File: src/design/wse_pkg.sv
// shared types and constants for the wheel encoder speed estimator
package wse_pkg;

   localparam int NUM_BITS   = 32;
   localparam int SPEED_BITS = 16;
   localparam int DIST_BITS  = 32;
   localparam int DATA_BITS  = 32;
   localparam int CSR_BITS   = 2;

   localparam logic [15:0] STEP_DISTANCE_RST   = 16'd1;
   localparam logic [31:0] SPEED_NUMERATOR_RST = 32'd65536;
   localparam logic [14:0] SPEED_LIMIT_RST     = 15'd21299;
   localparam logic [8:0]  FILTER_WEIGHT_RST   = 9'd205;
   localparam logic [8:0]  FILTER_WEIGHT_MAX   = 9'd256;

   localparam logic [31:0] SPEED_POS_MAX = 32'd32767;
   localparam logic [31:0] SPEED_NEG_MAG = 32'd32768;

   typedef enum logic [4:0] {
      ST_IDLE = 5'b00001,
      ST_DIV  = 5'b00010,
      ST_MUL  = 5'b00100,
      ST_FILT = 5'b01000,
      ST_DONE = 5'b10000
   } state_type;

   typedef enum logic [CSR_BITS-1:0] {
      CSR_STEP_DISTANCE   = 2'd0,
      CSR_SPEED_NUMERATOR = 2'd1,
      CSR_SPEED_LIMIT     = 2'd2,
      CSR_FILTER_WEIGHT   = 2'd3
   } csr_index_type;

   typedef enum logic [1:0] {
      MARK_NONE = 2'd0,
      MARK_FWD  = 2'd1,
      MARK_REV  = 2'd2
   } mark_type;

   localparam logic OP_CAPTURE = 1'b0;
   localparam logic OP_TICK    = 1'b1;

endpackage

File: src/design/wheel_encoder_speed_estimator_top.sv
// two-wheel encoder speed and distance estimator with a shared radix-2 divider
// capture transaction: wheel state updates on acceptance, then the completion state writes the result
// tick transaction: the 32-step restoring divider runs once per wheel,
// followed by one multiply and one filter step per wheel
// one transaction at a time; a new result waits in the completion state, stall high, until the old one is taken
// reset is synchronous: registers return to defaults, wheel state clears at once
module wheel_encoder_speed_estimator_top #(
   parameter int CAPTURE_BITS = 16
) (
   input  logic                              clock,
   input  logic                              reset,
   input  logic                              req_valid,
   output logic                              req_stall,
   input  logic                              req_op,
   input  logic                              req_wheel,
   input  logic [15:0]                       req_capture_value,
   input  logic                              req_forward,
   output logic                              rsp_valid,
   input  logic                              rsp_stall,
   output logic signed [15:0]                rsp_left_speed,
   output logic signed [15:0]                rsp_right_speed,
   output logic signed [15:0]                rsp_mean_speed,
   output logic signed [31:0]                rsp_mean_distance,
   input  logic                              csr_wr_en,
   input  logic [wse_pkg::CSR_BITS-1:0]      csr_index,
   input  logic [wse_pkg::DATA_BITS-1:0]     csr_wdata
);
   import wse_pkg::*;

   localparam int PER_W = CAPTURE_BITS + 1;
   localparam int REM_W = CAPTURE_BITS + 2;
   localparam int CNT_W = $clog2(NUM_BITS);
   localparam logic [CNT_W-1:0] CNT_LAST = CNT_W'(NUM_BITS - 1);
   localparam logic [PER_W-1:0] PER_FULL = {1'b1, {CAPTURE_BITS{1'b0}}};

   // configuration
   logic [15:0] step_distance_ff, step_distance_in;
   logic [31:0] speed_numerator_ff, speed_numerator_in;
   logic [14:0] speed_limit_ff, speed_limit_in;
   logic [8:0]  filter_weight_ff, filter_weight_in;

   // wheel state
   logic [CAPTURE_BITS-1:0] last_capture_ff [2];
   logic [CAPTURE_BITS-1:0] last_capture_in [2];
   logic [PER_W-1:0]        edge_period_ff [2];
   logic [PER_W-1:0]        edge_period_in [2];
   mark_type                moved_mark_ff [2];
   mark_type                moved_mark_in [2];
   logic [DIST_BITS-1:0]    wheel_distance_ff [2];
   logic [DIST_BITS-1:0]    wheel_distance_in [2];
   logic [SPEED_BITS-1:0]   wheel_speed_ff [2];
   logic [SPEED_BITS-1:0]   wheel_speed_in [2];

   // sequencer and shared datapath
   state_type               state_ff, state_in;
   logic                    wheel_ff, wheel_in;
   logic [CNT_W-1:0]        cnt_ff, cnt_in;
   logic [NUM_BITS-1:0]     dq_ff, dq_in;
   logic [REM_W-1:0]        rem_ff, rem_in;
   logic [PER_W-1:0]        div_ff, div_in;
   logic [SPEED_BITS-1:0]   raw_ff, raw_in;
   logic signed [26:0]      prod_ff, prod_in;

   // result register
   logic                    rsp_valid_ff, rsp_valid_in;
   logic [15:0]             rsp_left_ff, rsp_left_in;
   logic [15:0]             rsp_right_ff, rsp_right_in;
   logic [15:0]             rsp_mean_ff, rsp_mean_in;
   logic [31:0]             rsp_dist_ff, rsp_dist_in;

   logic                    req_accept;
   logic [31:0]             cap_wide;
   logic [CAPTURE_BITS-1:0] cap_val;
   logic [CAPTURE_BITS-1:0] cap_diff;
   logic [REM_W-1:0]        rem_sh;
   logic [REM_W-1:0]        div_ext;
   logic                    rem_ge;
   logic [SPEED_BITS-1:0]   sat_s;
   logic [16:0]             sat_mag;
   logic [16:0]             neg_q;
   logic [SPEED_BITS-1:0]   last_s;
   logic [SPEED_BITS-1:0]   raw_s;
   logic signed [16:0]      diff_s;
   logic [8:0]              w_eff;
   logic signed [26:0]      filt_sum;
   logic [16:0]             speed_sum;
   logic [32:0]             dist_sum;

   function automatic logic [PER_W-1:0] fix_period(input logic [PER_W-1:0] p);
      fix_period = (p == '0) ? PER_FULL : p;
   endfunction

   assign req_accept = req_valid && !req_stall;
   assign req_stall  = (state_ff != ST_IDLE);

   assign cap_wide = {16'b0, req_capture_value};
   assign cap_val  = cap_wide[CAPTURE_BITS-1:0];
   assign cap_diff = cap_val - last_capture_ff[req_wheel];

   assign rem_sh  = {rem_ff[REM_W-2:0], dq_ff[NUM_BITS-1]};
   assign div_ext = {1'b0, div_ff};
   assign rem_ge  = (rem_sh >= div_ext);

   // saturate the quotient and sign it by direction
   assign neg_q  = 17'd0 - dq_ff[16:0];
   assign last_s = wheel_speed_ff[wheel_ff];
   always_comb begin
      sat_s   = '0;
      sat_mag = '0;
      case (moved_mark_ff[wheel_ff])
         MARK_FWD: begin
            if (dq_ff > SPEED_POS_MAX) begin
               sat_s   = SPEED_POS_MAX[15:0];
               sat_mag = SPEED_POS_MAX[16:0];
            end else begin
               sat_s   = dq_ff[15:0];
               sat_mag = dq_ff[16:0];
            end
         end
         MARK_REV: begin
            if (dq_ff > SPEED_NEG_MAG) begin
               sat_s   = 16'h8000;
               sat_mag = SPEED_NEG_MAG[16:0];
            end else begin
               sat_s   = neg_q[15:0];
               sat_mag = dq_ff[16:0];
            end
         end
         default: begin
            sat_s   = '0;
            sat_mag = '0;
         end
      endcase
   end

   assign raw_s    = (sat_mag > {2'b0, speed_limit_ff}) ? last_s : sat_s;
   assign diff_s   = $signed({last_s[15], last_s}) - $signed({raw_s[15], raw_s});
   assign w_eff    = (filter_weight_ff > FILTER_WEIGHT_MAX) ? FILTER_WEIGHT_MAX
                                                            : filter_weight_ff;
   // new = raw + floor((last - raw) * w / 256)
   assign filt_sum = $signed({{11{raw_ff[15]}}, raw_ff}) + (prod_ff >>> 8);

   assign speed_sum = {wheel_speed_ff[0][15], wheel_speed_ff[0]}
                    + {wheel_speed_ff[1][15], wheel_speed_ff[1]};
   assign dist_sum  = {wheel_distance_ff[0][31], wheel_distance_ff[0]}
                    + {wheel_distance_ff[1][31], wheel_distance_ff[1]};

   always_comb begin
      step_distance_in   = step_distance_ff;
      speed_numerator_in = speed_numerator_ff;
      speed_limit_in     = speed_limit_ff;
      filter_weight_in   = filter_weight_ff;
      last_capture_in    = last_capture_ff;
      edge_period_in     = edge_period_ff;
      moved_mark_in      = moved_mark_ff;
      wheel_distance_in  = wheel_distance_ff;
      wheel_speed_in     = wheel_speed_ff;
      state_in           = state_ff;
      wheel_in           = wheel_ff;
      cnt_in             = cnt_ff;
      dq_in              = dq_ff;
      rem_in             = rem_ff;
      div_in             = div_ff;
      raw_in             = raw_ff;
      prod_in            = prod_ff;
      rsp_valid_in       = rsp_valid_ff && rsp_stall;
      rsp_left_in        = rsp_left_ff;
      rsp_right_in       = rsp_right_ff;
      rsp_mean_in        = rsp_mean_ff;
      rsp_dist_in        = rsp_dist_ff;

      if (csr_wr_en) begin
         unique case (csr_index_type'(csr_index))
            CSR_STEP_DISTANCE:   step_distance_in   = csr_wdata[15:0];
            CSR_SPEED_NUMERATOR: speed_numerator_in = csr_wdata[31:0];
            CSR_SPEED_LIMIT:     speed_limit_in     = csr_wdata[14:0];
            CSR_FILTER_WEIGHT:   filter_weight_in   = csr_wdata[8:0];
            default: ;
         endcase
      end

      unique case (state_ff)
         ST_IDLE: begin
            if (req_accept) begin
               if (req_op == OP_CAPTURE) begin
                  last_capture_in[req_wheel] = cap_val;
                  edge_period_in[req_wheel]  = fix_period({1'b0, cap_diff});
                  if (req_forward) begin
                     moved_mark_in[req_wheel]     = MARK_FWD;
                     wheel_distance_in[req_wheel] = wheel_distance_ff[req_wheel]
                                                  + {16'b0, step_distance_ff};
                  end else begin
                     moved_mark_in[req_wheel]     = MARK_REV;
                     wheel_distance_in[req_wheel] = wheel_distance_ff[req_wheel]
                                                  - {16'b0, step_distance_ff};
                  end
                  state_in = ST_DONE;
               end else begin
                  wheel_in = 1'b0;
                  cnt_in   = '0;
                  dq_in    = speed_numerator_ff;
                  rem_in   = '0;
                  div_in   = fix_period(edge_period_ff[0]);
                  state_in = ST_DIV;
               end
            end
         end
         ST_DIV: begin
            rem_in = rem_ge ? (rem_sh - div_ext) : rem_sh;
            dq_in  = {dq_ff[NUM_BITS-2:0], rem_ge};
            cnt_in = cnt_ff + 1'b1;
            if (cnt_ff == CNT_LAST) begin
               state_in = ST_MUL;
            end
         end
         ST_MUL: begin
            raw_in   = raw_s;
            prod_in  = diff_s * $signed({1'b0, w_eff});
            state_in = ST_FILT;
         end
         ST_FILT: begin
            wheel_speed_in[wheel_ff] = filt_sum[15:0];
            moved_mark_in[wheel_ff]  = MARK_NONE;
            if (!wheel_ff) begin
               wheel_in = 1'b1;
               cnt_in   = '0;
               dq_in    = speed_numerator_ff;
               rem_in   = '0;
               div_in   = fix_period(edge_period_ff[1]);
               state_in = ST_DIV;
            end else begin
               state_in = ST_DONE;
            end
         end
         ST_DONE: begin
            if (!rsp_valid_ff || !rsp_stall) begin
               rsp_valid_in = 1'b1;
               rsp_left_in  = wheel_speed_ff[0];
               rsp_right_in = wheel_speed_ff[1];
               rsp_mean_in  = speed_sum[16:1];
               rsp_dist_in  = dist_sum[32:1];
               state_in     = ST_IDLE;
            end
         end
         default: state_in = ST_IDLE;
      endcase
   end

   always_ff @(posedge clock) begin
      if (reset) begin
         step_distance_ff   <= STEP_DISTANCE_RST;
         speed_numerator_ff <= SPEED_NUMERATOR_RST;
         speed_limit_ff     <= SPEED_LIMIT_RST;
         filter_weight_ff   <= FILTER_WEIGHT_RST;
         for (int k = 0; k < 2; k++) begin
            last_capture_ff[k]   <= '0;
            edge_period_ff[k]    <= '0;
            moved_mark_ff[k]     <= MARK_NONE;
            wheel_distance_ff[k] <= '0;
            wheel_speed_ff[k]    <= '0;
         end
         state_ff     <= ST_IDLE;
         wheel_ff     <= 1'b0;
         cnt_ff       <= '0;
         rsp_valid_ff <= 1'b0;
      end else begin
         step_distance_ff   <= step_distance_in;
         speed_numerator_ff <= speed_numerator_in;
         speed_limit_ff     <= speed_limit_in;
         filter_weight_ff   <= filter_weight_in;
         last_capture_ff    <= last_capture_in;
         edge_period_ff     <= edge_period_in;
         moved_mark_ff      <= moved_mark_in;
         wheel_distance_ff  <= wheel_distance_in;
         wheel_speed_ff     <= wheel_speed_in;
         state_ff           <= state_in;
         wheel_ff           <= wheel_in;
         cnt_ff             <= cnt_in;
         rsp_valid_ff       <= rsp_valid_in;
      end
   end

   // datapath and result payload, no reset needed
   always_ff @(posedge clock) begin
      dq_ff        <= dq_in;
      rem_ff       <= rem_in;
      div_ff       <= div_in;
      raw_ff       <= raw_in;
      prod_ff      <= prod_in;
      rsp_left_ff  <= rsp_left_in;
      rsp_right_ff <= rsp_right_in;
      rsp_mean_ff  <= rsp_mean_in;
      rsp_dist_ff  <= rsp_dist_in;
   end

   assign rsp_valid         = rsp_valid_ff;
   assign rsp_left_speed    = rsp_left_ff;
   assign rsp_right_speed   = rsp_right_ff;
   assign rsp_mean_speed    = rsp_mean_ff;
   assign rsp_mean_distance = rsp_dist_ff;

   // a tick transaction always starts the divider
   assert property (@(posedge clock) disable iff (reset)
      (req_accept && req_op == OP_TICK) |=> (state_ff == ST_DIV))
      else $error("tick transaction did not start the divider");

   // remainder stays below the divisor once the division finishes
   assert property (@(posedge clock) disable iff (reset)
      (state_ff == ST_MUL) |-> (rem_ff < div_ext))
      else $error("divider remainder not below divisor");

   // both moved marks are clear once a tick has been filtered
   assert property (@(posedge clock) disable iff (reset)
      (state_ff == ST_DONE && $past(state_ff == ST_FILT)) |->
      (moved_mark_ff[0] == MARK_NONE && moved_mark_ff[1] == MARK_NONE))
      else $error("moved marks not cleared after tick");

   // a new result only comes out of the completion state
   assert property (@(posedge clock) disable iff (reset)
      $rose(rsp_valid_ff) |-> $past(state_ff == ST_DONE))
      else $error("result raised outside completion state");

endmodule

File: config.mk
export PLATFORM = sky130hd
export DESIGN_NAME = wheel_encoder_speed_estimator_top
export DESIGN_NICKNAME = d
export VERILOG_FILES = /design/src/design/wse_pkg.sv /design/src/design/wheel_encoder_speed_estimator_top.sv
export SDC_FILE = /design/constraint.sdc
export NUM_CORES = 1
export LEC_CHECK = 0
export BUFFER_PORTS_ARGS = -buffer_cell sky130_fd_sc_hd__buf_2
export CAP_MARGIN = 30
export CORE_ASPECT_RATIO = 1.1
export CORE_MARGIN = 2
export CORE_UTILIZATION = 57
export CTS_CLUSTER_SIZE = 16
export DETAILED_ROUTE_END_ITERATION = 16
export HOLD_SLACK_MARGIN = 0.03
export PLACE_DENSITY = 0.78
export SYNTH_ARGS = -nofsm -noshare
export SYNTH_HDL_FRONTEND = slang
export SYNTH_SLANG_ARGS = --single-unit
File: constraint.sdc
create_clock -name clock -period 10.1 [get_ports clock]
set_input_delay 2.02 -clock clock [delete_from_list [all_inputs] [get_ports clock]]
set_output_delay 2.02 -clock clock [all_outputs]
set_load 0.01 [all_outputs]
# After elaboration in Yosys (flattened, before gate mapping)
# Cells that the tools add are included.
# W data, S select, Z words.
classes:
  n_lt_le_gt_ge: 9
  n_eq_ne: 18
  reduce_logical: 25
  n_addsub: 10
  bitwise_logic: 11
  muxes: 73
  n_mul: 1
  shifts: 0
  div: 0
ops:
  columns: ["op", "n"]
  rows:
  - ["$mux W32", 7]
  - ["$mux W17", 13]
  - ["$mux W16", 11]
  - ["$bwmux W64", 2]
  - ["$pmux W32 S3", 1]
  - ["$pmux W17 S2", 2]
  - ["$bwmux W32", 2]
  - ["$mux W64", 1]
  - ["$pmux W17 S3", 1]
  - ["$mux W5", 8]
  - ["$bwmux W34", 1]
  - ["$logic_not A17 Y1", 2]
  - ["$add A32 B32 Y33", 1]
  - ["$add A32 B16 Y32", 1]
  - ["$demux W16 S1", 2]
  - ["$demux W32 S1", 1]
  - ["$gt A32 B15 Y1 const B", 1]
  - ["$gt A32 B16 Y1 const B", 1]
  - ["$pmux W16 S2", 1]
  - ["$sub A32 B16 Y32", 1]
  - ["$pmux W5 S5", 1]
  - ["$mul A17 B10 Y24", 1]
  - ["$ge A18 B17 Y1", 1]
  - ["$add A16 B16 Y17", 1]
  - ["other kinds (45)", 83]
totals:
  mem_bits_ro: 0
  regBits: 436
  latch_bits: 0
  out_inout_bits: 82
  n_memories: 0
  ramBits: 0
  input_bits: 58

# Depth between registers and ports, before layout
depth:
  depth_word: 11
  mapped_depth: 51

# Least setup slack after synthesis
# OpenSTA, ideal clock, no wires.
synth_path:
  kind: "register -> register"
  from: "register dq_ff[7]"
  to: "register prod_ff[20], data pin"
  setup_time_ns: 0.262
  required_time_ns: 9.838
  stages_incl_launch_ff: 52
  t_arrival_ns: 10.767
  path_slack_ns: -0.929
  n_path_buf: 3
  cell_sequence: "edfxtp_1 buf_2 or4_1 nor4_1 nand3_1 or2_1 a21oi_1 and2_1 buf_2 nor2_1 nor2_2 o21a_1 ha_1 nor2b_1 o21a_1 o21a_1 o21a_1 o21ai_0 [16 not listed] fa_1 inv_1 fa_1 inv_1 fa_1 inv_1 fa_1 inv_1 ha_1 a21oi_1 nor2b_1 a311o_1 o311ai_1 a21oi_1 o21ai_0 nor2b_1 a21oi_1 xor2_1"
synth_between:
  elab_chain_len: 7
  elab_cells_between_ends: 13
  classes_between: "add/sub (2); mul (1); order compare (3); mux (7)"
synth_rtl:
  columns: ["element", "line_no", "rtl"]
  rows:
  - ["start, declared", "wheel_encoder_speed_estimator_top.sv:58", "logic [NUM_BITS-1:0] dq_ff, dq_in;"]
  - ["start signal, assigned", "wheel_encoder_speed_estimator_top.sv:285", "dq_ff <= dq_in;"]
  - ["$gt A32 B16 Y1 / $gt A32 B15 Y1 (equally long branches)", "wheel_encoder_speed_estimator_top.sv:121, wheel_encoder_speed_estimator_top.sv:112", null]
  - ["$mux W17, on equally long branches", "wheel_encoder_speed_estimator_top.sv:121, wheel_encoder_speed_estimator_top.sv:112", null]
  - ["$pmux W17 S2", "wheel_encoder_speed_estimator_top.sv:110", "case (moved_mark_ff[wheel_ff])"]
  - ["$gt A17 B15 Y1", "wheel_encoder_speed_estimator_top.sv:136", "assign raw_s = (sat_mag > {2'b0, speed_limit_ff}) ? last_s : sat_s;"]
  - ["$mux W16 (*)", "wheel_encoder_speed_estimator_top.sv:136", null]
  - ["$sub A16 B16 Y17 (*)", "wheel_encoder_speed_estimator_top.sv:137", "assign diff_s = $signed({last_s[15], last_s}) - $signed({raw_s[15], raw_s});"]
  - ["$mul A17 B10 Y24 (*)", "wheel_encoder_speed_estimator_top.sv:218", "prod_in = diff_s * $signed({1'b0, w_eff});"]
  - ["end signal, assigned", "wheel_encoder_speed_estimator_top.sv:289", "prod_ff <= prod_in;"]
  - ["end, declared", "wheel_encoder_speed_estimator_top.sv:62", "logic signed [26:0] prod_ff, prod_in;"]
# Every way passes the cells marked *; elsewhere a longest branch is shown, timed or not.
# A chain may end at the register's enable or synchronous reset.

# Worst setup path after layout
# Same ends and word-level chain as after synthesis.

==> impl_metrics.toml <==
[outcome]
status = "finished, violations left"
violations = "setup timing"

[finish]
regArea_mm2 = 0.0103
fin_nets = 3995
layout_commonest_cell = "nand2_1"
syn_to_final_growth_pct = 16.2
layout-drive-gt1-share = 0.158
fin_area_mm2 = 0.0341
multi_input_area_mm2 = 0.0181
n_fill_cell = 3967
final_cell_mix = "nand2_1 (652), a21oi_1 (283), inv_1 (253)"

[critical_path]
cp.required_ns = 10.43
critPathSlowestCell = "or4_4"
cp.arrival_ns = 10.74
end_kind = "flip-flop"
cp_max_fo = 7
setup.worst_path.class = "reg2reg"
cpMostUsedCell = "buf_4"
critPathMaxStageDelay_ns = 0.57
startpoint_type = "flip-flop"

[drt]
antenna_left = 0
wirelength_mm = 77.4
vias = 24848
drtPass1Iterations = 8
viasPerCell = 5.77
drt_iter0_drc = 1987
drcViolationCount = 0
post_drt_wl_per_cell_um = 18.0

[synthesis]
synth_area_per_cell_um2 = 8.73
yosys.cell_types.count = 84
syn_inst = 3362
synthFlopType = "dfxtp_1"
synth.top_cell.area_share = 0.182
synth_top_area_cell = "edfxtp_1"
synth_seq_area_share = 0.352
synth_fp_nets = 3755
ys_warn_count = 0
ys_ff_latch = 428
synth_area_leaders = "edfxtp_1 (18%), dfxtp_1 (17%), ha_1 (9.0%)"
synth_edf_count = 178
syn_area_mm2 = 0.0294
synthArstFlopShare = 0

[die]
initial_utilization = 0.575
die_w_um = 220
die_h_um = 242
row_count = 87
io-pin-count = 140
core_mm2 = 0.0511
die_area_mm2 = 0.0533

[global_routing]
overflow = 0
antenna_found_initial = 3
grt_max_degree = 107
grt_pass1_vias = 24266
grt_pass1_wl_mm = 124
grt_use_total = 0.288

[timing]
max_freq_mhz = 96.1
relSlewSlack = 0.300
finalSetupViolCount = 9
fin_crit_ns = 10.40
finalSetupTns_ns = -1.82
fin_ws_ns = -0.303
post-route-period-util = 1.03
finClkSkew_ns = 0.0217
fin_hold_ws_ns = 0.453
slew_violations = 0
tightest_slew_ns = 1.05
hold_viol = 0
rsz0062_at_grt = "yes"

[power]
leakagePower_uw = 0.0149
ir_drop_mv = 0.146
power_uw = 6050
pwr_density_cell_mw_per_mm2 = 177

[clocking]
clk_pin_slew_ns = 0.06
cts_tree = "built"
cts_hold_buf = 0
numCtsBuffers = 47
root_buffer = "clkbuf_16"
clock_latency_ns = 0.60
cts_buffer_depth = 3
htree_num_levels = 2
clock-sinks = 428

[placement]
place.gp.congestion = 0.931
pre_cts_ws_ns = -0.418
placed_area_mm2 = 0.0316
hpwl_mm = 55.6
port_buffers = 139

[run]
max-cap-violations = 0

[worst_hold_path]
hold_path.class = "reg2reg"
==> synth_stat cells (6+ instances only) <==
cell type and n:
nand4_1 17, buf_2 9, xor2_1 34, nand3b_1 29, a31oi_1 15, a211oi_1 45
and2_1 33, a2111oi_0 10, nand2_1 659, nand3_1 50, o211ai_1 7, dfxtp_1 250
clkbuf_1 117, ha_1 211, inv_1 262, a21oi_1 299, or4_1 9, a21boi_0 11
o31ai_1 17, and3_1 21, nor2b_1 59, mux2_2 47, nor2_1 218, or3_1 27
o21ai_0 102, nor4_1 21, nand2b_1 38, buf_1 15, or2_2 6, nor3_1 58
fa_1 124, o21a_1 43, edfxtp_1 178, xnor2_1 119, a21o_1 37, o21bai_1 11
mux2i_1 60
==> final cells by class <==
| cell class | count | area share |
|---|---|---|
| well taps | 667 | 0.0245 |
| flip-flops and latches | 428 | 0.303 |
| repair buffers | 333 | 0.0668 |
| diodes | 3 | 0.000220 |
| clock buffers | 69 | 0.0405 |
| inverters | 263 | 0.0289 |
| clock inverters | 18 | 0.00576 |
| multi-input cells | 2529 | 0.530 |
==> per-stage QoR <==
stage / std cells / util
after floorplan: 3362 / -
after global placement: 4158 / 0.617
after detailed placement: 4161 / 0.618
after CTS: 4287 / 0.660
after global routing: 4310 / 0.668
final: 4310 / 0.668
==> flip-flops by register name (all words and copies together), names as in the netlist, named ones only <==
signal / cells
div_ff: 17
rsp_mean_speed: 16
rsp_left_speed: 16
filter_weight_ff: 9
wheel_distance_ff: 64
step_distance_ff: 16
rsp_right_speed: 16
raw_ff: 16
dq_ff: 32
prod_ff: 16
cnt_ff: 5
wheel_ff: 1
speed_limit_ff: 15
rem_ff: 17
edge_period_ff: 34
last_capture_ff: 32
state_ff: 5
speed_numerator_ff: 32
rsp_mean_distance: 32
wheel_speed_ff: 32
rsp_valid: 1
==> cell families after synthesis <==
kind of cell,Yosys count,share of synthesized area
compound gates,664,0.141
xor+xnor,153,0.0456
fa+ha+maj,335,0.174
buf+inv,405,0.0524
flops,428,0.352
mux,108,0.0392
simple gates,1269,0.195
==> routing by layer <==
metal	track usage	vias to the layer above	wire [um]
met5	0	-	0
met1	0.376	11874	32200
li1	-	11984	-
met3	0.0340	171	4700
met2	0.489	819	37900
met4	0.108	0	2670
==> power breakdown <==
group / switching (uW) / leakage [uW] / internal (uW)
clock network: 726 / 0.000778 / 1030
logic: 1220 / 0.0103 / 845
registers: 140 / 0.00374 / 2080
total: 2090 / 0.0149 / 3960
==> path summary, 6_finish.rpt <==
check                                                        to  slack [ns]                       startpoint  cells after the start
worst max-delay path                      prod_ff[20]$_DFFE_PP_       -0.30               dq_ff[7]$_DFFE_PP_                     55
worst min-delay path            last_capture_ff[1]$_SDFFE_PP0P_        0.45  last_capture_ff[1]$_SDFFE_PP0P_                      2
worst max register to register            prod_ff[20]$_DFFE_PP_       -0.30               dq_ff[7]$_DFFE_PP_                     55
worst min register to register  last_capture_ff[1]$_SDFFE_PP0P_        0.45  last_capture_ff[1]$_SDFFE_PP0P_                      2
==> worst max-delay path: cells and delay by family, from the launching register on <==
| kind | cells | cell delay [ns] |
|---|---|---|
| AOI/OAI and AO/OA | 4 | 0.58 |
| and+or+nand+nor | 7 | 1.38 |
| buffers and inverters | 34 | 4.18 |
| adders and majority gates | 7 | 3.20 |
| DFF | 1 | 0.39 |
| xor gates and xnor gates | 2 | 0.27 |
| muxes | 1 | 0.15 |
==> what timing repair did <==
item / 4_1_cts / 5_1_grt
buffers inserted: 39 / 18
gates resized for setup: 52 / 46
cloned: 0 / 1
pin swaps: 58 / 44
setup endpoints to repair: 11 / 15
Power figures use the tool's default switching activity.
